File: config.mk
export PLATFORM = sky130hd
export DESIGN_NAME = two_axis_servo_slew_controller_core_flat
export DESIGN_NICKNAME = d
export VERILOG_FILES = /design/src/sv/ssc_pkg.sv /design/src/sv/ssc_if.sv /design/src/sv/ssc_div.sv /design/src/sv/ssc_lane.sv /design/src/sv/two_axis_servo_slew_controller_core.sv /design/src/flat_wrapper.sv
export SDC_FILE = /design/constraint.sdc
export NUM_CORES = 2
export LEC_CHECK = 0
export BUFFER_PORTS_ARGS = -buffer_cell sky130_fd_sc_hd__buf_2
export CELL_PAD_IN_SITES_DETAIL_PLACEMENT = 1
export CELL_PAD_IN_SITES_GLOBAL_PLACEMENT = 2
export CORE_UTILIZATION = 44
export CTS_CLUSTER_DIAMETER = 50
export DETAILED_ROUTE_END_ITERATION = 10
export HOLD_SLACK_MARGIN = 0.15
export PLACE_DENSITY = 0.95
export SETUP_SLACK_MARGIN = 0.05
export SYNTH_ARGS = -nofsm -noshare
export SYNTH_HDL_FRONTEND = slang
export SYNTH_HIERARCHICAL = 1
export SYNTH_SLANG_ARGS = --single-unit
File: constraint.sdc
create_clock -name clock -period 11.15 [get_ports clock]
set_input_delay 2.23 -clock clock [delete_from_list [all_inputs] [get_ports clock]]
set_output_delay 2.23 -clock clock [all_outputs]
set_load 0.01 [all_outputs]
File: src/sv/ssc_pkg.sv
// Shared types and constants for the two-axis servo slew controller.
// Holds field widths, reset calibration, command and register codes, and lane structs.
// No dependencies; compile first.
package ssc_pkg;

   localparam int PULSE_W    = 12;
   localparam int POS_W      = 11;
   localparam int POS_MAG_W  = 10;
   localparam int POS_SCALE  = 1000;
   localparam int IN_POS_W   = 16;
   localparam int STEP_W     = 8;
   localparam int CMD_W      = 2;
   localparam int CSR_IDX_W  = 3;
   localparam int CSR_DATA_W = 12;
   localparam int NUM_W      = PULSE_W + POS_MAG_W;
   localparam int DEN_W      = PULSE_W;

   localparam logic [PULSE_W-1:0] H_NEG_RST = 12'd1000;
   localparam logic [PULSE_W-1:0] H_CTR_RST = 12'd1248;
   localparam logic [PULSE_W-1:0] H_POS_RST = 12'd1500;
   localparam logic [PULSE_W-1:0] P_NEG_RST = 12'd1200;
   localparam logic [PULSE_W-1:0] P_CTR_RST = 12'd1450;
   localparam logic [PULSE_W-1:0] P_POS_RST = 12'd1830;
   localparam logic [STEP_W-1:0]  STEP_RST  = 8'd1;

   localparam logic signed [POS_W-1:0] POS_MAX = POS_W'(POS_SCALE);
   localparam logic signed [POS_W-1:0] POS_MIN = -POS_MAX;

   typedef enum logic [CMD_W-1:0] {
      CMD_TICK   = 2'd0,
      CMD_TARGET = 2'd1,
      CMD_IMMED  = 2'd2
   } cmd_type;

   typedef enum logic [CSR_IDX_W-1:0] {
      CSR_H_NEG = 3'd0,
      CSR_H_CTR = 3'd1,
      CSR_H_POS = 3'd2,
      CSR_P_NEG = 3'd3,
      CSR_P_CTR = 3'd4,
      CSR_P_POS = 3'd5,
      CSR_STEP  = 3'd6
   } csr_idx_type;

   typedef enum logic [2:0] {
      S_IDLE,
      S_RUN,
      S_CHECK,
      S_WAIT,
      S_DONE
   } top_state_type;

   typedef enum logic [1:0] {
      LS_IDLE,
      LS_MUL,
      LS_DIV
   } lane_state_type;

   typedef enum logic [2:0] {
      LOP_SLEW,
      LOP_COPY,
      LOP_TARGET,
      LOP_IMMED,
      LOP_POSN
   } lane_op_type;

   typedef struct packed {
      logic [PULSE_W-1:0] neg;
      logic [PULSE_W-1:0] ctr;
      logic [PULSE_W-1:0] posl;
      logic [STEP_W-1:0]  step;
   } lane_cfg_type;

   typedef struct packed {
      logic                    start;
      lane_op_type             op;
      logic signed [POS_W-1:0] pos;
   } lane_cmd_type;

   typedef struct packed {
      logic                    busy;
      logic [PULSE_W-1:0]      pulse;
      logic [PULSE_W-1:0]      target;
      logic signed [POS_W-1:0] now;
      logic signed [POS_W-1:0] goal;
   } lane_sts_type;

endpackage

File: src/sv/ssc_if.sv
// Request and response channel interfaces for the servo slew controller.
// Each carries valid, ready and the word payload; widths come from ssc_pkg.
interface ssc_req_if;
   import ssc_pkg::*;

   logic                       valid;
   logic                       ready;
   logic [CMD_W-1:0]           cmd;
   logic signed [IN_POS_W-1:0] horizontal_position;
   logic signed [IN_POS_W-1:0] pitch_position;

   modport source (output valid, output cmd, output horizontal_position,
                   output pitch_position, input ready);
   modport sink   (input valid, input cmd, input horizontal_position,
                   input pitch_position, output ready);
endinterface

interface ssc_rsp_if;
   import ssc_pkg::*;

   logic                    valid;
   logic                    ready;
   logic [PULSE_W-1:0]      horizontal_pulse_out;
   logic [PULSE_W-1:0]      pitch_pulse_out;
   logic                    horizontal_changed;
   logic                    pitch_changed;
   logic signed [POS_W-1:0] current_horizontal;
   logic signed [POS_W-1:0] current_pitch;
   logic signed [POS_W-1:0] target_horizontal;
   logic signed [POS_W-1:0] target_pitch;
   logic                    both_on_target;

   modport source (output valid, output horizontal_pulse_out, output pitch_pulse_out,
                   output horizontal_changed, output pitch_changed,
                   output current_horizontal, output current_pitch,
                   output target_horizontal, output target_pitch,
                   output both_on_target, input ready);
   modport sink   (input valid, input horizontal_pulse_out, input pitch_pulse_out,
                   input horizontal_changed, input pitch_changed,
                   input current_horizontal, input current_pitch,
                   input target_horizontal, input target_pitch,
                   input both_on_target, output ready);
endinterface

File: src/sv/ssc_div.sv
// Unsigned restoring divider, two quotient bits per cycle.
// Depends on ssc_pkg for the numerator and divisor widths.
module ssc_div (
   input  logic                        clock,
   input  logic                        reset,
   input  logic                        start,
   input  logic [ssc_pkg::NUM_W-1:0]   numer,
   input  logic [ssc_pkg::DEN_W-1:0]   denom,
   output logic                        busy,
   output logic [ssc_pkg::NUM_W-1:0]   quotient
);
   import ssc_pkg::*;

   localparam int DIV_STEPS = NUM_W / 2;
   localparam int CNT_W     = $clog2(DIV_STEPS);

   logic             busy_ff, busy_in;
   logic [CNT_W-1:0] cnt_ff, cnt_in;
   logic [DEN_W-1:0] rem_ff, rem_in;
   logic [NUM_W-1:0] quo_ff, quo_in;
   logic [DEN_W-1:0] den_ff, den_in;
   logic [DEN_W+NUM_W-1:0] first, second;

   // One restoring step: shift in the next numerator bit, subtract if it fits.
   function automatic logic [DEN_W+NUM_W-1:0] div_step(
      input logic [DEN_W-1:0] r,
      input logic [NUM_W-1:0] q,
      input logic [DEN_W-1:0] d
   );
      logic [DEN_W:0] t;
      logic           fits;
      t    = {r, q[NUM_W-1]};
      fits = (t >= {1'b0, d});
      if (fits) begin
         t = t - {1'b0, d};
      end
      return {t[DEN_W-1:0], q[NUM_W-2:0], fits};
   endfunction

   always_comb begin
      first  = div_step(rem_ff, quo_ff, den_ff);
      second = div_step(first[DEN_W+NUM_W-1:NUM_W], first[NUM_W-1:0], den_ff);
   end

   always_comb begin
      busy_in = busy_ff;
      cnt_in  = cnt_ff;
      rem_in  = rem_ff;
      quo_in  = quo_ff;
      den_in  = den_ff;
      if (start) begin
         busy_in = 1'b1;
         cnt_in  = '0;
         rem_in  = '0;
         quo_in  = numer;
         den_in  = denom;
      end else if (busy_ff) begin
         rem_in = second[DEN_W+NUM_W-1:NUM_W];
         quo_in = second[NUM_W-1:0];
         cnt_in = cnt_ff + CNT_W'(1);
         if (cnt_ff == CNT_W'(DIV_STEPS - 1)) begin
            busy_in = 1'b0;
         end
      end
   end

   always_ff @(posedge clock) begin
      if (reset) begin
         busy_ff <= 1'b0;
         cnt_ff  <= '0;
      end else begin
         busy_ff <= busy_in;
         cnt_ff  <= cnt_in;
      end
   end

   always_ff @(posedge clock) begin
      rem_ff <= rem_in;
      quo_ff <= quo_in;
      den_ff <= den_in;
   end

   assign busy     = busy_ff;
   assign quotient = quo_ff;

endmodule

File: src/sv/ssc_lane.sv
// One servo axis lane: pulse slew, position-to-pulse mapping and pulse-to-position report.
// Depends on ssc_pkg and ssc_div; one multiplier feeds the lane's own divider.
module ssc_lane #(
   parameter logic [ssc_pkg::PULSE_W-1:0] RESET_PULSE = ssc_pkg::H_CTR_RST
) (
   input  logic                  clock,
   input  logic                  reset,
   input  ssc_pkg::lane_cfg_type cfg,
   input  ssc_pkg::lane_cmd_type cmd,
   output ssc_pkg::lane_sts_type sts
);
   import ssc_pkg::*;

   localparam int SUM_W = PULSE_W + 2;

   lane_state_type          state_ff, state_in;
   lane_op_type             op_ff, op_in;
   logic [PULSE_W-1:0]      pulse_ff, pulse_in;
   logic [PULSE_W-1:0]      target_ff, target_in;
   logic signed [POS_W-1:0] now_ff, now_in;
   logic signed [POS_W-1:0] goal_ff, goal_in;
   logic signed [POS_W-1:0] pos_ff, pos_in;
   logic                    neg_side_ff, neg_side_in;
   logic                    span_neg_ff, span_neg_in;
   logic [PULSE_W-1:0]      mul_a_ff, mul_a_in;
   logic [POS_MAG_W-1:0]    mul_b_ff, mul_b_in;
   logic [DEN_W-1:0]        den_ff, den_in;

   logic signed [PULSE_W:0] span_lo, span_hi, span_sel;
   logic [PULSE_W-1:0]      span_mag, diff, step_eff, slew_next;
   logic [POS_MAG_W-1:0]    pos_mag, pos_fit;
   logic                    pos_neg, pulse_low, side, go_div;
   logic                    div_start, div_busy, finish, add_dir;
   logic [NUM_W-1:0]        numer, quotient;
   logic signed [SUM_W-1:0] sum;
   logic [PULSE_W-1:0]      pulse_fit;
   logic signed [POS_W-1:0] pos_result;

   assign span_lo   = $signed({1'b0, cfg.ctr}) - $signed({1'b0, cfg.neg});
   assign span_hi   = $signed({1'b0, cfg.posl}) - $signed({1'b0, cfg.ctr});
   assign pos_neg   = cmd.pos[POS_W-1];
   assign pulse_low = (pulse_ff < cfg.ctr);
   assign pos_mag   = pos_neg ? POS_MAG_W'(-cmd.pos) : POS_MAG_W'(cmd.pos);

   // The side of center picks the calibration span in both directions of mapping.
   always_comb begin
      side     = (cmd.op == LOP_POSN) ? pulse_low : pos_neg;
      span_sel = side ? span_lo : span_hi;
      span_mag = span_sel[PULSE_W] ? PULSE_W'(-span_sel) : PULSE_W'(span_sel);
      diff     = pulse_low ? (cfg.ctr - pulse_ff) : (pulse_ff - cfg.ctr);
      go_div   = cmd.start && ((cmd.op == LOP_TARGET) || (cmd.op == LOP_IMMED) ||
                               ((cmd.op == LOP_POSN) && (span_mag != '0)));
   end

   always_comb begin
      step_eff = (cfg.step == '0) ? PULSE_W'(1) : PULSE_W'(cfg.step);
      if (pulse_ff < target_ff) begin
         slew_next = ((target_ff - pulse_ff) <= step_eff) ? target_ff : pulse_ff + step_eff;
      end else if (pulse_ff > target_ff) begin
         slew_next = ((pulse_ff - target_ff) <= step_eff) ? target_ff : pulse_ff - step_eff;
      end else begin
         slew_next = pulse_ff;
      end
   end

   // Quotient magnitudes get their sign back from the side and the span direction.
   always_comb begin
      add_dir = neg_side_ff ? span_neg_ff : !span_neg_ff;
      if (add_dir) begin
         sum = $signed({2'b00, cfg.ctr}) + $signed({2'b00, quotient[PULSE_W-1:0]});
      end else begin
         sum = $signed({2'b00, cfg.ctr}) - $signed({2'b00, quotient[PULSE_W-1:0]});
      end
      if (sum[SUM_W-1]) begin
         pulse_fit = '0;
      end else if (sum[PULSE_W]) begin
         pulse_fit = '1;
      end else begin
         pulse_fit = sum[PULSE_W-1:0];
      end
      pos_fit = (quotient > NUM_W'(POS_SCALE)) ? POS_MAG_W'(POS_SCALE)
                                              : quotient[POS_MAG_W-1:0];
      pos_result = (neg_side_ff ^ span_neg_ff) ? -$signed({1'b0, pos_fit})
                                              : $signed({1'b0, pos_fit});
   end

   always_comb begin
      state_in = state_ff;
      unique case (state_ff)
         LS_IDLE: begin
            if (go_div) begin
               state_in = LS_MUL;
            end
         end
         LS_MUL: begin
            state_in = LS_DIV;
         end
         LS_DIV: begin
            if (!div_busy) begin
               state_in = LS_IDLE;
            end
         end
         default: begin
            state_in = LS_IDLE;
         end
      endcase
   end

   always_comb begin
      div_start = 1'b0;
      finish    = 1'b0;
      unique case (state_ff)
         LS_MUL:  div_start = 1'b1;
         LS_DIV:  finish    = !div_busy;
         default: ;
      endcase
   end

   always_comb begin
      op_in       = op_ff;
      pulse_in    = pulse_ff;
      target_in   = target_ff;
      now_in      = now_ff;
      goal_in     = goal_ff;
      pos_in      = pos_ff;
      neg_side_in = neg_side_ff;
      span_neg_in = span_neg_ff;
      mul_a_in    = mul_a_ff;
      mul_b_in    = mul_b_ff;
      den_in      = den_ff;
      if (cmd.start) begin
         op_in       = cmd.op;
         pos_in      = cmd.pos;
         neg_side_in = side;
         span_neg_in = span_sel[PULSE_W];
         if (cmd.op == LOP_POSN) begin
            mul_a_in = diff;
            mul_b_in = POS_MAG_W'(POS_SCALE);
            den_in   = span_mag;
         end else begin
            mul_a_in = span_mag;
            mul_b_in = pos_mag;
            den_in   = DEN_W'(POS_SCALE);
         end
         case (cmd.op)
            LOP_SLEW: pulse_in = slew_next;
            LOP_COPY: now_in   = goal_ff;
            LOP_POSN: begin
               if (span_mag == '0) begin
                  now_in = '0;
               end
            end
            default: ;
         endcase
      end
      if (finish) begin
         case (op_ff)
            LOP_TARGET: begin
               target_in = pulse_fit;
               goal_in   = pos_ff;
            end
            LOP_IMMED: begin
               pulse_in  = pulse_fit;
               target_in = pulse_fit;
               now_in    = pos_ff;
               goal_in   = pos_ff;
            end
            LOP_POSN: now_in = pos_result;
            default: ;
         endcase
      end
   end

   always_ff @(posedge clock) begin
      if (reset) begin
         state_ff  <= LS_IDLE;
         pulse_ff  <= RESET_PULSE;
         target_ff <= RESET_PULSE;
         now_ff    <= '0;
         goal_ff   <= '0;
      end else begin
         state_ff  <= state_in;
         pulse_ff  <= pulse_in;
         target_ff <= target_in;
         now_ff    <= now_in;
         goal_ff   <= goal_in;
      end
   end

   always_ff @(posedge clock) begin
      op_ff       <= op_in;
      pos_ff      <= pos_in;
      neg_side_ff <= neg_side_in;
      span_neg_ff <= span_neg_in;
      mul_a_ff    <= mul_a_in;
      mul_b_ff    <= mul_b_in;
      den_ff      <= den_in;
   end

   assign numer = mul_a_ff * mul_b_ff;

   ssc_div u_div (
      .clock    (clock),
      .reset    (reset),
      .start    (div_start),
      .numer    (numer),
      .denom    (den_ff),
      .busy     (div_busy),
      .quotient (quotient)
   );

   assign sts.busy   = (state_ff != LS_IDLE);
   assign sts.pulse  = pulse_ff;
   assign sts.target = target_ff;
   assign sts.now    = now_ff;
   assign sts.goal   = goal_ff;

endmodule

File: src/sv/two_axis_servo_slew_controller_core.sv
// Channel   Dir  Handshake              Word
// req_if    in   valid/ready            cmd, horizontal_position, pitch_position
// rsp_if    out  valid/ready            pulses, changed flags, positions, targets, reached
// csr_*     in   csr_we, no wait        csr_index selects one of seven calibration registers
// A word goes from the run state to the wait state, by way of the check state for a tick,
// and then to the done state; an unused command code goes from run straight to done.
// Set-target, set-immediate and a tick that leaves an axis moving spend the wait state
// on the two-bit-per-cycle divider in each axis lane.
// Reset is synchronous; calibration returns to its defaults and both pulses to center.
// A stalled response holds the next word in the done state; a new request is taken
// while an earlier response still waits.
module two_axis_servo_slew_controller_core (
   input  logic                             clock,
   input  logic                             reset,
   ssc_req_if.sink                          req_if,
   ssc_rsp_if.source                        rsp_if,
   input  logic                             csr_we,
   input  logic [ssc_pkg::CSR_IDX_W-1:0]    csr_index,
   input  logic [ssc_pkg::CSR_DATA_W-1:0]   csr_wdata
);
   import ssc_pkg::*;

   localparam logic signed [IN_POS_W-1:0] IN_POS_MAX = IN_POS_W'(POS_SCALE);

   logic [PULSE_W-1:0] h_neg_ff, h_ctr_ff, h_pos_ff;
   logic [PULSE_W-1:0] p_neg_ff, p_ctr_ff, p_pos_ff;
   logic [STEP_W-1:0]  step_ff;

   top_state_type           state_ff, state_in;
   cmd_type                 cmd_ff;
   logic signed [POS_W-1:0] hreq_ff, preq_ff;
   logic [PULSE_W-1:0]      old_h_ff, old_p_ff;

   logic                    rsp_valid_ff, rsp_valid_in;
   logic [PULSE_W-1:0]      rsp_h_pulse_ff, rsp_p_pulse_ff;
   logic                    rsp_h_chg_ff, rsp_p_chg_ff, rsp_reached_ff;
   logic signed [POS_W-1:0] rsp_h_now_ff, rsp_p_now_ff, rsp_h_goal_ff, rsp_p_goal_ff;

   logic         accept, load_rsp, lane_start, reached;
   lane_op_type  lane_op;
   lane_cfg_type h_cfg, p_cfg;
   lane_cmd_type h_cmd, p_cmd;
   lane_sts_type h_sts, p_sts;

   function automatic logic signed [POS_W-1:0] clamp_pos(input logic signed [IN_POS_W-1:0] v);
      logic signed [POS_W-1:0] r;
      if (v > IN_POS_MAX) begin
         r = POS_MAX;
      end else if (v < -IN_POS_MAX) begin
         r = POS_MIN;
      end else begin
         r = v[POS_W-1:0];
      end
      return r;
   endfunction

   always_ff @(posedge clock) begin
      if (reset) begin
         h_neg_ff <= H_NEG_RST;
         h_ctr_ff <= H_CTR_RST;
         h_pos_ff <= H_POS_RST;
         p_neg_ff <= P_NEG_RST;
         p_ctr_ff <= P_CTR_RST;
         p_pos_ff <= P_POS_RST;
         step_ff  <= STEP_RST;
      end else if (csr_we) begin
         unique case (csr_idx_type'(csr_index))
            CSR_H_NEG: h_neg_ff <= csr_wdata[PULSE_W-1:0];
            CSR_H_CTR: h_ctr_ff <= csr_wdata[PULSE_W-1:0];
            CSR_H_POS: h_pos_ff <= csr_wdata[PULSE_W-1:0];
            CSR_P_NEG: p_neg_ff <= csr_wdata[PULSE_W-1:0];
            CSR_P_CTR: p_ctr_ff <= csr_wdata[PULSE_W-1:0];
            CSR_P_POS: p_pos_ff <= csr_wdata[PULSE_W-1:0];
            CSR_STEP:  step_ff  <= csr_wdata[STEP_W-1:0];
            default: ;
         endcase
      end
   end

   assign h_cfg = '{neg: h_neg_ff, ctr: h_ctr_ff, posl: h_pos_ff, step: step_ff};
   assign p_cfg = '{neg: p_neg_ff, ctr: p_ctr_ff, posl: p_pos_ff, step: step_ff};

   assign accept  = req_if.valid && req_if.ready;
   assign reached = (h_sts.pulse == h_sts.target) && (p_sts.pulse == p_sts.target);

   always_comb begin
      state_in = state_ff;
      unique case (state_ff)
         S_IDLE: begin
            if (accept) begin
               state_in = S_RUN;
            end
         end
         S_RUN: begin
            case (cmd_ff)
               CMD_TICK:   state_in = S_CHECK;
               CMD_TARGET: state_in = S_WAIT;
               CMD_IMMED:  state_in = S_WAIT;
               default:    state_in = S_DONE;
            endcase
         end
         S_CHECK: begin
            state_in = S_WAIT;
         end
         S_WAIT: begin
            if (!h_sts.busy && !p_sts.busy) begin
               state_in = S_DONE;
            end
         end
         S_DONE: begin
            if (!rsp_valid_ff || rsp_if.ready) begin
               state_in = S_IDLE;
            end
         end
         default: begin
            state_in = S_IDLE;
         end
      endcase
   end

   always_comb begin
      req_if.ready = 1'b0;
      lane_start   = 1'b0;
      lane_op      = LOP_SLEW;
      load_rsp     = 1'b0;
      unique case (state_ff)
         S_IDLE: begin
            req_if.ready = 1'b1;
         end
         S_RUN: begin
            case (cmd_ff)
               CMD_TICK: begin
                  lane_start = 1'b1;
                  lane_op    = LOP_SLEW;
               end
               CMD_TARGET: begin
                  lane_start = 1'b1;
                  lane_op    = LOP_TARGET;
               end
               CMD_IMMED: begin
                  lane_start = 1'b1;
                  lane_op    = LOP_IMMED;
               end
               default: ;
            endcase
         end
         S_CHECK: begin
            // Once both axes arrive the stored goals are reported exactly.
            lane_start = 1'b1;
            lane_op    = reached ? LOP_COPY : LOP_POSN;
         end
         S_DONE: begin
            load_rsp = !rsp_valid_ff || rsp_if.ready;
         end
         default: ;
      endcase
   end

   assign h_cmd = '{start: lane_start, op: lane_op, pos: hreq_ff};
   assign p_cmd = '{start: lane_start, op: lane_op, pos: preq_ff};

   ssc_lane #(.RESET_PULSE(H_CTR_RST)) u_lane_h (
      .clock (clock),
      .reset (reset),
      .cfg   (h_cfg),
      .cmd   (h_cmd),
      .sts   (h_sts)
   );

   ssc_lane #(.RESET_PULSE(P_CTR_RST)) u_lane_p (
      .clock (clock),
      .reset (reset),
      .cfg   (p_cfg),
      .cmd   (p_cmd),
      .sts   (p_sts)
   );

   always_comb begin
      rsp_valid_in = rsp_valid_ff;
      if (load_rsp) begin
         rsp_valid_in = 1'b1;
      end else if (rsp_if.ready) begin
         rsp_valid_in = 1'b0;
      end
   end

   always_ff @(posedge clock) begin
      if (reset) begin
         state_ff     <= S_IDLE;
         rsp_valid_ff <= 1'b0;
      end else begin
         state_ff     <= state_in;
         rsp_valid_ff <= rsp_valid_in;
      end
   end

   always_ff @(posedge clock) begin
      if (accept) begin
         cmd_ff   <= cmd_type'(req_if.cmd);
         hreq_ff  <= clamp_pos(req_if.horizontal_position);
         preq_ff  <= clamp_pos(req_if.pitch_position);
         old_h_ff <= h_sts.pulse;
         old_p_ff <= p_sts.pulse;
      end
      if (load_rsp) begin
         rsp_h_pulse_ff <= h_sts.pulse;
         rsp_p_pulse_ff <= p_sts.pulse;
         rsp_h_chg_ff   <= (h_sts.pulse != old_h_ff);
         rsp_p_chg_ff   <= (p_sts.pulse != old_p_ff);
         rsp_h_now_ff   <= h_sts.now;
         rsp_p_now_ff   <= p_sts.now;
         rsp_h_goal_ff  <= h_sts.goal;
         rsp_p_goal_ff  <= p_sts.goal;
         rsp_reached_ff <= reached;
      end
   end

   assign rsp_if.valid                = rsp_valid_ff;
   assign rsp_if.horizontal_pulse_out = rsp_h_pulse_ff;
   assign rsp_if.pitch_pulse_out      = rsp_p_pulse_ff;
   assign rsp_if.horizontal_changed   = rsp_h_chg_ff;
   assign rsp_if.pitch_changed        = rsp_p_chg_ff;
   assign rsp_if.current_horizontal   = rsp_h_now_ff;
   assign rsp_if.current_pitch        = rsp_p_now_ff;
   assign rsp_if.target_horizontal    = rsp_h_goal_ff;
   assign rsp_if.target_pitch         = rsp_p_goal_ff;
   assign rsp_if.both_on_target       = rsp_reached_ff;

`ifndef SYNTHESIS
   a_one_word_in_flight: assert property (@(posedge clock) disable iff (reset)
      accept |=> !req_if.ready)
      else $error("request taken while a word was still in work");

   a_lanes_busy_only_in_wait: assert property (@(posedge clock) disable iff (reset)
      (h_sts.busy || p_sts.busy) |-> (state_ff == S_WAIT))
      else $error("lane divider running outside the wait state");

   a_done_loads_free_slot: assert property (@(posedge clock) disable iff (reset)
      (state_ff == S_DONE && !rsp_valid_ff) |=> (rsp_valid_ff && state_ff == S_IDLE))
      else $error("finished word not moved into a free response register");

   a_target_in_range: assert property (@(posedge clock) disable iff (reset)
      rsp_valid_ff |-> (rsp_h_goal_ff <= POS_MAX && rsp_h_goal_ff >= POS_MIN &&
                        rsp_p_goal_ff <= POS_MAX && rsp_p_goal_ff >= POS_MIN))
      else $error("stored target position outside the clamp range");
`endif

endmodule

File: src/flat_wrapper.sv
// flat-port wrapper written by rule: the top's interface ports become plain ports
module two_axis_servo_slew_controller_core_flat import ssc_pkg::*;
  (clock, reset, csr_we, csr_index, csr_wdata, req_if_valid, req_if_cmd, req_if_horizontal_position, req_if_pitch_position, req_if_ready, rsp_if_valid, rsp_if_horizontal_pulse_out, rsp_if_pitch_pulse_out, rsp_if_horizontal_changed, rsp_if_pitch_changed, rsp_if_current_horizontal, rsp_if_current_pitch, rsp_if_target_horizontal, rsp_if_target_pitch, rsp_if_both_on_target, rsp_if_ready);
  ssc_req_if req_if_i ();
  ssc_rsp_if rsp_if_i ();
  input  logic clock;
  input  logic reset;
  input  logic csr_we;
  input  logic [ssc_pkg::CSR_IDX_W-1:0] csr_index;
  input  logic [ssc_pkg::CSR_DATA_W-1:0] csr_wdata;
  input wire logic [$bits(req_if_i.valid)-1:0] req_if_valid;
  input wire logic [$bits(req_if_i.cmd)-1:0] req_if_cmd;
  input wire logic [$bits(req_if_i.horizontal_position)-1:0] req_if_horizontal_position;
  input wire logic [$bits(req_if_i.pitch_position)-1:0] req_if_pitch_position;
  output wire logic [$bits(req_if_i.ready)-1:0] req_if_ready;
  output wire logic [$bits(rsp_if_i.valid)-1:0] rsp_if_valid;
  output wire logic [$bits(rsp_if_i.horizontal_pulse_out)-1:0] rsp_if_horizontal_pulse_out;
  output wire logic [$bits(rsp_if_i.pitch_pulse_out)-1:0] rsp_if_pitch_pulse_out;
  output wire logic [$bits(rsp_if_i.horizontal_changed)-1:0] rsp_if_horizontal_changed;
  output wire logic [$bits(rsp_if_i.pitch_changed)-1:0] rsp_if_pitch_changed;
  output wire logic [$bits(rsp_if_i.current_horizontal)-1:0] rsp_if_current_horizontal;
  output wire logic [$bits(rsp_if_i.current_pitch)-1:0] rsp_if_current_pitch;
  output wire logic [$bits(rsp_if_i.target_horizontal)-1:0] rsp_if_target_horizontal;
  output wire logic [$bits(rsp_if_i.target_pitch)-1:0] rsp_if_target_pitch;
  output wire logic [$bits(rsp_if_i.both_on_target)-1:0] rsp_if_both_on_target;
  input wire logic [$bits(rsp_if_i.ready)-1:0] rsp_if_ready;
  assign req_if_i.valid = req_if_valid;
  assign req_if_i.cmd = req_if_cmd;
  assign req_if_i.horizontal_position = req_if_horizontal_position;
  assign req_if_i.pitch_position = req_if_pitch_position;
  assign req_if_ready = req_if_i.ready;
  assign rsp_if_valid = rsp_if_i.valid;
  assign rsp_if_horizontal_pulse_out = rsp_if_i.horizontal_pulse_out;
  assign rsp_if_pitch_pulse_out = rsp_if_i.pitch_pulse_out;
  assign rsp_if_horizontal_changed = rsp_if_i.horizontal_changed;
  assign rsp_if_pitch_changed = rsp_if_i.pitch_changed;
  assign rsp_if_current_horizontal = rsp_if_i.current_horizontal;
  assign rsp_if_current_pitch = rsp_if_i.current_pitch;
  assign rsp_if_target_horizontal = rsp_if_i.target_horizontal;
  assign rsp_if_target_pitch = rsp_if_i.target_pitch;
  assign rsp_if_both_on_target = rsp_if_i.both_on_target;
  assign rsp_if_i.ready = rsp_if_ready;
  two_axis_servo_slew_controller_core u_core (.clock(clock), .reset(reset), .req_if(req_if_i), .rsp_if(rsp_if_i), .csr_we(csr_we), .csr_index(csr_index), .csr_wdata(csr_wdata));
endmodule
==> Word level (Yosys, flattened, before mapping) <==
Cells that the tools add are included.
{ "totals": {"ff_bits": 498, "latchBits": 0, "ramBits": 0, "romBits": 0, "n_memories": 0} }
{ "classes": {"addsub": 32, "n_mul": 2, "n_div": 0, "magnitude_cmp": 20, "eq_ne": 36, "n_shift": 0, "mux": 91, "bitwise": 2, "reduce_logical": 53} }
{ "op_table": {"columns": ["op", "count"], "rows": [
  ["$mux W12", 30],
  ["$sub A12 B12 Y12", 13],
  ["$mux W11", 10],
  ["$mux W22", 4],
  ["$pmux W11 S2", 4],
  ["$sub A12 B12 Y13", 6],
  ["$ge A13 B12 Y1", 4],
  ["$lt A12 B12 Y1", 4],
  ["$gt A22 B10 Y1 const B", 2],
  ["$mul A12 B10 Y22", 2],
  ["$mux W10", 4],
  ["$gt A16 B11 Y1 const B", 2],
  ["$lt A16 B11 Y1 const B", 2],
  ["$mux W14", 2],
  ["$add A12 B12 Y13", 2],
  ["$mux W13", 2],
  ["$eq A12 B12 Y1", 2],
  ["$eq A3 B2 Y1 const B", 8],
  ["$gt A12 B12 Y1", 2],
  ["$le A12 B12 Y1", 2],
  ["$le A12 B8 Y1", 2],
  ["$logic_not A12 Y1", 2],
  ["$ne A12 B12 Y1", 2],
  ["$neg A12 Y12", 2],
  ["35 further kinds", 121]
]} }

==> Depth between registers and ports, before layout <==
{ "depth": {"depth_word": 15, "ltp_mapped": 25} }

==> Cells and area by module <==
Netlist, hierarchy kept.
{ "modules_own_cells": {"columns": ["module", "n_inst", "cells_each", "area_each_um2"], "rows": [
  ["ssc_lane (u_core.u_lane_p)", 1, 1794, 14695.3],
  ["ssc_lane (u_core.u_lane_h)", 1, 1816, 14635.3],
  ["two_axis_servo_slew_controller_core", 1, 641, 7617.3],
  ["ssc_div", 2, 341, 3527.1]
]} }

==> Least setup slack after synthesis <==
OpenSTA, ideal clock, no wires.
{ "synth_path": {"path_type": "reg-to-reg", "start": "reg u_core.u_lane_h.mul_b_ff[3]", "end": "reg u_core.u_lane_h.u_div.quo_ff[20] (netlist: u_core/u_lane_h/u_div/quotient[20]) (data pin)", "setup_ns": 0.260, "arrival_time_ns": 5.271, "t_required_ns": 10.890, "path_slack_ns": 5.619, "stages_incl_launch_ff": 23, "path_cell_list": "edfxtp_1 clkbuf_1 nand2_1 fa_1 inv_1 fa_1 inv_1 fa_1 inv_1 fa_1 inv_1 fa_1 inv_1 ha_1 nand2_1 o21ai_0 a211oi_1 nor2_1 nor4_1 o31ai_1 o21ai_0 xnor2_1 mux2_2"} }
{ "synth_between": {"elab_chain_cells": 2} }
{ "synth_lines": {"columns": ["element", "line_no", "source"], "rows": [
  ["from (decl)", "ssc_lane.sv:26", "logic [POS_MAG_W-1:0] mul_b_ff, mul_b_in;"],
  ["from (signal assigned)", "ssc_lane.sv:196", "mul_b_ff <= mul_b_in;"],
  ["$mul A12 B10 Y22", "ssc_lane.sv:200", "assign numer = mul_a_ff * mul_b_ff;"],
  ["via u_core.u_lane_h.numer[20]", "ssc_lane.sv:34", "logic [NUM_W-1:0] numer, quotient;"],
  ["$mux W22", "ssc_div.sv:51", "if (start) begin"],
  ["via u_core.u_lane_h.u_div.quo_in[20]", "ssc_div.sv:20", "logic [NUM_W-1:0] quo_ff, quo_in;"],
  ["to (signal assigned)", "ssc_div.sv:79", "quo_ff <= quo_in;"],
  ["to (decl)", "ssc_div.sv:20", null]
]} }
The timed path passes the listed nets, and every way through them passes these cells.
A chain may end at the register's enable or synchronous reset.

==> Final worst setup path <==
{ "layout_path": {"start": "reg u_core.u_lane_h.pulse_ff[6]", "end": "reg u_core.u_lane_h.now_ff[1]"} }
{ "layout_between": {"elab_chain_cells": 15, "word_cells_on_any_way": 17, "classes_between": "add/sub (1); order compare (1); eq/ne (3); mux (10); reduce/logical (2)"} }
{ "layout_lines": {"columns": ["element", "line_no", "source"], "rows": [
  ["from (decl)", "ssc_lane.sv:18", "logic [PULSE_W-1:0] pulse_ff, pulse_in;"],
  ["from (signal assigned)", "ssc_lane.sv:183", "pulse_ff <= pulse_in;"],
  ["$eq A12 B12 Y1 (*)", "two_axis_servo_slew_controller_core.sv:84", "assign reached = (h_sts.pulse == h_sts.target) && (p_sts.pulse == p_sts.target);"],
  ["$logic_and A1 B1 Y1 (*)", "two_axis_servo_slew_controller_core.sv:84", null],
  ["via u_core.reached", "two_axis_servo_slew_controller_core.sv:39", "logic accept, load_rsp, lane_start, reached;"],
  ["$mux W3 (*)", "two_axis_servo_slew_controller_core.sv:150", "lane_op = reached ? LOP_COPY : LOP_POSN;"],
  ["$pmux W3 S2 (*)", "two_axis_servo_slew_controller_core.sv:126", "unique case (state_ff)"],
  ["via u_core.lane_op[0]", "two_axis_servo_slew_controller_core.sv:40", "lane_op_type lane_op;"],
  ["$eq A3 B3 Y1", "ssc_lane.sv:47, ssc_lane.sv:145", null],
  ["$mux W1", "ssc_lane.sv:47", "side = (cmd.op == LOP_POSN) ? pulse_low : pos_neg;"],
  ["$mux W13", "ssc_lane.sv:48", "span_sel = side ? span_lo : span_hi;"],
  ["$neg A12 Y12", "ssc_lane.sv:49", "span_mag = span_sel[PULSE_W] ? PULSE_W'(-span_sel) : PULSE_W'(span_sel);"],
  ["$mux W12", "ssc_lane.sv:49", null],
  ["$logic_not A12 Y1", "ssc_lane.sv:149", "if (span_mag == '0) begin"],
  ["$mux W11", "ssc_lane.sv:149", null],
  ["$pmux W11 S2 (*)", "ssc_lane.sv:145", "case (cmd.op)"],
  ["$mux W11 (*)", "ssc_lane.sv:131", "if (cmd.start) begin"],
  ["$pmux W11 S2", "ssc_lane.sv:157", "case (op_ff)"],
  ["$mux W11 (*)", "ssc_lane.sv:156", "if (finish) begin"],
  ["to (signal assigned)", "ssc_lane.sv:185", "now_ff <= now_in;"],
  ["to (decl)", "ssc_lane.sv:20", "logic signed [POS_W-1:0] now_ff, now_in;"]
]} }
The timed path passes the listed nets; every way through them passes the cells marked *.

==> flow_summary.json <==
{
  "status": "finished clean",
  "dpl.hpwl_microns": 112500,
  "io_buffers": 126,
  "dr.pass1.iters": 5,
  "arrival_ns": 7.54,
  "grt_pass1_wl_microns": 230000,
  "layout.nets": 5583,
  "gr-total-overflow": 0,
  "drc_errors": 0,
  "tns_ns": 0,
  "synthArstFlopShare": 0,
  "crit_path_end_kind": "flop",
  "die_w_microns": 318.2,
  "clock_path_buffers": 3,
  "grt_usage": 0.2867,
  "yosysWarnings": 6,
  "start_util": 0.4458,
  "route.vias.total": 37670,
  "hold_buffers": 0,
  "crit_type": "reg -> reg",
  "cts_tree": "built",
  "nFillCells": 11448,
  "fin_skew_ns": 0.03371,
  "row_count": 115,
  "critPathMaxFanout": 19,
  "antenna_found_initial": 10,
  "clk_latency_ns": 0.66,
  "rsz0062_at_grt": "no",
  "synth_fp_nets": 5591,
  "period_needed_ns": 7.042,
  "maxSlewHeadroom": 0.1062,
  "place_congestion": 0.9355,
  "synth-seq-cells": 501,
  "cts_max_level": 3,
  "ys.flop_type": "edfxtp_1",
  "layout-drive-gt1-share": 0.1008,
  "setup_viol": 0,
  "grt_pass1_vias": 39383,
  "ant_nets": 0,
  "synth_edf_count": 287,
  "synth.avg_cell_area_sq_um": 8.920,
  "worstPathRequired_ns": 11.65,
  "die_h_microns": 318.2,
  "post_cts.repair.setup_buffers": 0,
  "cts_resized": 0,
  "hp-class": "reg -> reg",
  "cts_buffers": 79,
  "wire_per_inst_microns": 23.41,
  "synth_cell_types": 121,
  "cp-start-kind": "flop",
  "final_util": 0.4874,
  "maxSlewViolCount": 0,
  "finalHoldViolCount": 0,
  "cts-root-buf": "clkbuf_16",
  "drtIter0Drc": 2763,
  "dieArea_sq_um": 101300,
  "mostFrequentLayoutCells": "569 x nand2_1, 478 x inv_1, 424 x ha_1",
  "dp.cells": 6131,
  "maxCapViolCount": 0,
  "synth_cells": 4933,
  "core-area_sq_um": 98710,
  "pin_count": 127,
  "totalWireLength_microns": 147200,
  "viasPerCell": 5.994,
  "clkSinkCount": 501,
  "yosysSeqAreaShare": 0.2932,
  "setup_slack_ns": 4.108,
  "grt_max_degree": 114,
  "path_clk_slew_ns": 0.07,
  "finalCritPeriodShare": 0.6315,
  "syn2layout_area_growth_pct": 9.335,
  "max_freq_mhz": 142.0,
  "dp_slack_ns": 4.258,
  "final_common_cell": "nand2_1",
  "worst_slew_pin_slew_ns": 1.326,
  "instances_no_fill": 6285,
  "synth_area_sq_um": 44000
}
-- routing by layer --
layer,GRT usage,vias up,wire [microns]
li1,-,17230,-
met3,0.03771,311,8504
met1,0.3768,18943,63340
met2,0.4824,1182,70170
met5,0,-,26
met4,0.1004,4,5103
-- synth_stat cells, drive strengths merged (15+ instances only) --
| library cell | instances | area share |
|---|---|---|
| nand4 | 38 | 0.0055 |
| and3 | 31 | 0.0044 |
| nor2b | 64 | 0.0092 |
| dfxtp | 214 | 0.097 |
| o21a | 33 | 0.0056 |
| o21ai | 245 | 0.029 |
| fa | 180 | 0.082 |
| a21o | 77 | 0.014 |
| or2 | 25 | 0.0036 |
| nor4 | 42 | 0.0065 |
| a221oi | 17 | 0.0037 |
| and2 | 141 | 0.020 |
| o31ai | 27 | 0.0050 |
| nor2 | 273 | 0.024 |
| edfxtp | 287 | 0.20 |
| a211oi | 50 | 0.0090 |
| mux2i | 59 | 0.014 |
| xnor2 | 174 | 0.035 |
| a21boi | 17 | 0.0029 |
| xor2 | 122 | 0.024 |
| nand2 | 573 | 0.049 |
| a311oi | 28 | 0.0059 |
| nand2b | 37 | 0.0053 |
| mux2 | 73 | 0.019 |
| nor3 | 93 | 0.011 |
| o211ai | 26 | 0.0045 |
| a31oi | 47 | 0.0074 |
| buf | 88 | 0.015 |
| nand3 | 120 | 0.014 |
| or3 | 18 | 0.0026 |
| clkbuf | 167 | 0.014 |
| a211o | 15 | 0.0030 |
| ha | 424 | 0.12 |
| nand3b | 42 | 0.0072 |
| inv | 480 | 0.041 |
| a22oi | 21 | 0.0037 |
| o2111ai | 22 | 0.0047 |
| o21bai | 40 | 0.0068 |
| a21oi | 328 | 0.038 |
-- worst max-delay path, stage by stage, from the launching register on --
cell	delay, ns
dfxtp_1	0.57
xor2_1	0.24
nor4_1	0.49
nand4_1	0.15
nor3_1	0.40
a32o_1	0.68
nand2b_2	0.29
or2_1	0.60
nand2_1	0.17
nand2_2	0.21
nor2_8	0.10
inv_4	0.18
nand2_1	0.07
nand2_1	0.17
ha_1	0.27
nand2_1	0.13
o32ai_1	0.52
a41oi_2	0.20
xor2_1	0.35
nand4_2	0.19
nor4_4	0.69
o21ai_1	0.18
-- worst paths after layout --
kind / endpoint / slack (ns) / depth (start not counted) / start
setup / recovery: u_core/u_lane_h/now_ff[1]$_SDFF_PP0_ / 4.11 / 21 / u_core/u_lane_h/pulse_ff[6]$_SDFF_PP1_
hold / removal: u_core/u_lane_h/u_div/den_ff[3]$_DFFE_PP_ / 0.42 / 0 / u_core/u_lane_h/den_ff[3]$_SDFFCE_PP1P_
setup reg to reg: u_core/u_lane_h/now_ff[1]$_SDFF_PP0_ / 4.11 / 21 / u_core/u_lane_h/pulse_ff[6]$_SDFF_PP1_
hold reg to reg: u_core/u_lane_h/u_div/den_ff[3]$_DFFE_PP_ / 0.42 / 0 / u_core/u_lane_h/den_ff[3]$_SDFFCE_PP1P_
-- kinds of logic (layout without fill, tap and decap cells) --
group,count (synthesis),count (layout),share of synthesized area
adder cells (fa/ha/maj),604,604,0.2025
multiplexers,132,132,0.03261
AO/OA/AOI/OAI,1134,1134,0.1739
AND/OR/NAND/NOR,1531,1531,0.1685
XOR/XNOR,296,296,0.05926
buffers and inverters,735,793,0.07004
other,0,7,0
flip-flops,501,501,0.2932
-- per-stage QoR --
stage	hold slack, ns	cell area [sq um]
2_1_floorplan	0.4003	44000
3_3_place_gp	0.4041	45370
3_5_place_dp	0.4052	45370
4_1_cts	0.4176	48090
5_1_grt	0.4288	48090
6_report	0.4170	48110
-- final cells by class --
cell class                      count  area, sq um  area share
Multi-Input combinational cell   3697        28100      0.5841
Sequential cell                   501        12900      0.2682
Clock buffer                       89         2056     0.04273
Inverter                          480         1804     0.03750
Tap cell                         1287         1610     0.03347
Timing Repair Buffer              166        949.7     0.01974
Clock inverter                     58        670.6     0.01394
Antenna cell                        7        17.52   0.0003641
Power is not shown: default switching activity piles up to over one toggle a cycle in this logic, so the estimate is an artifact.
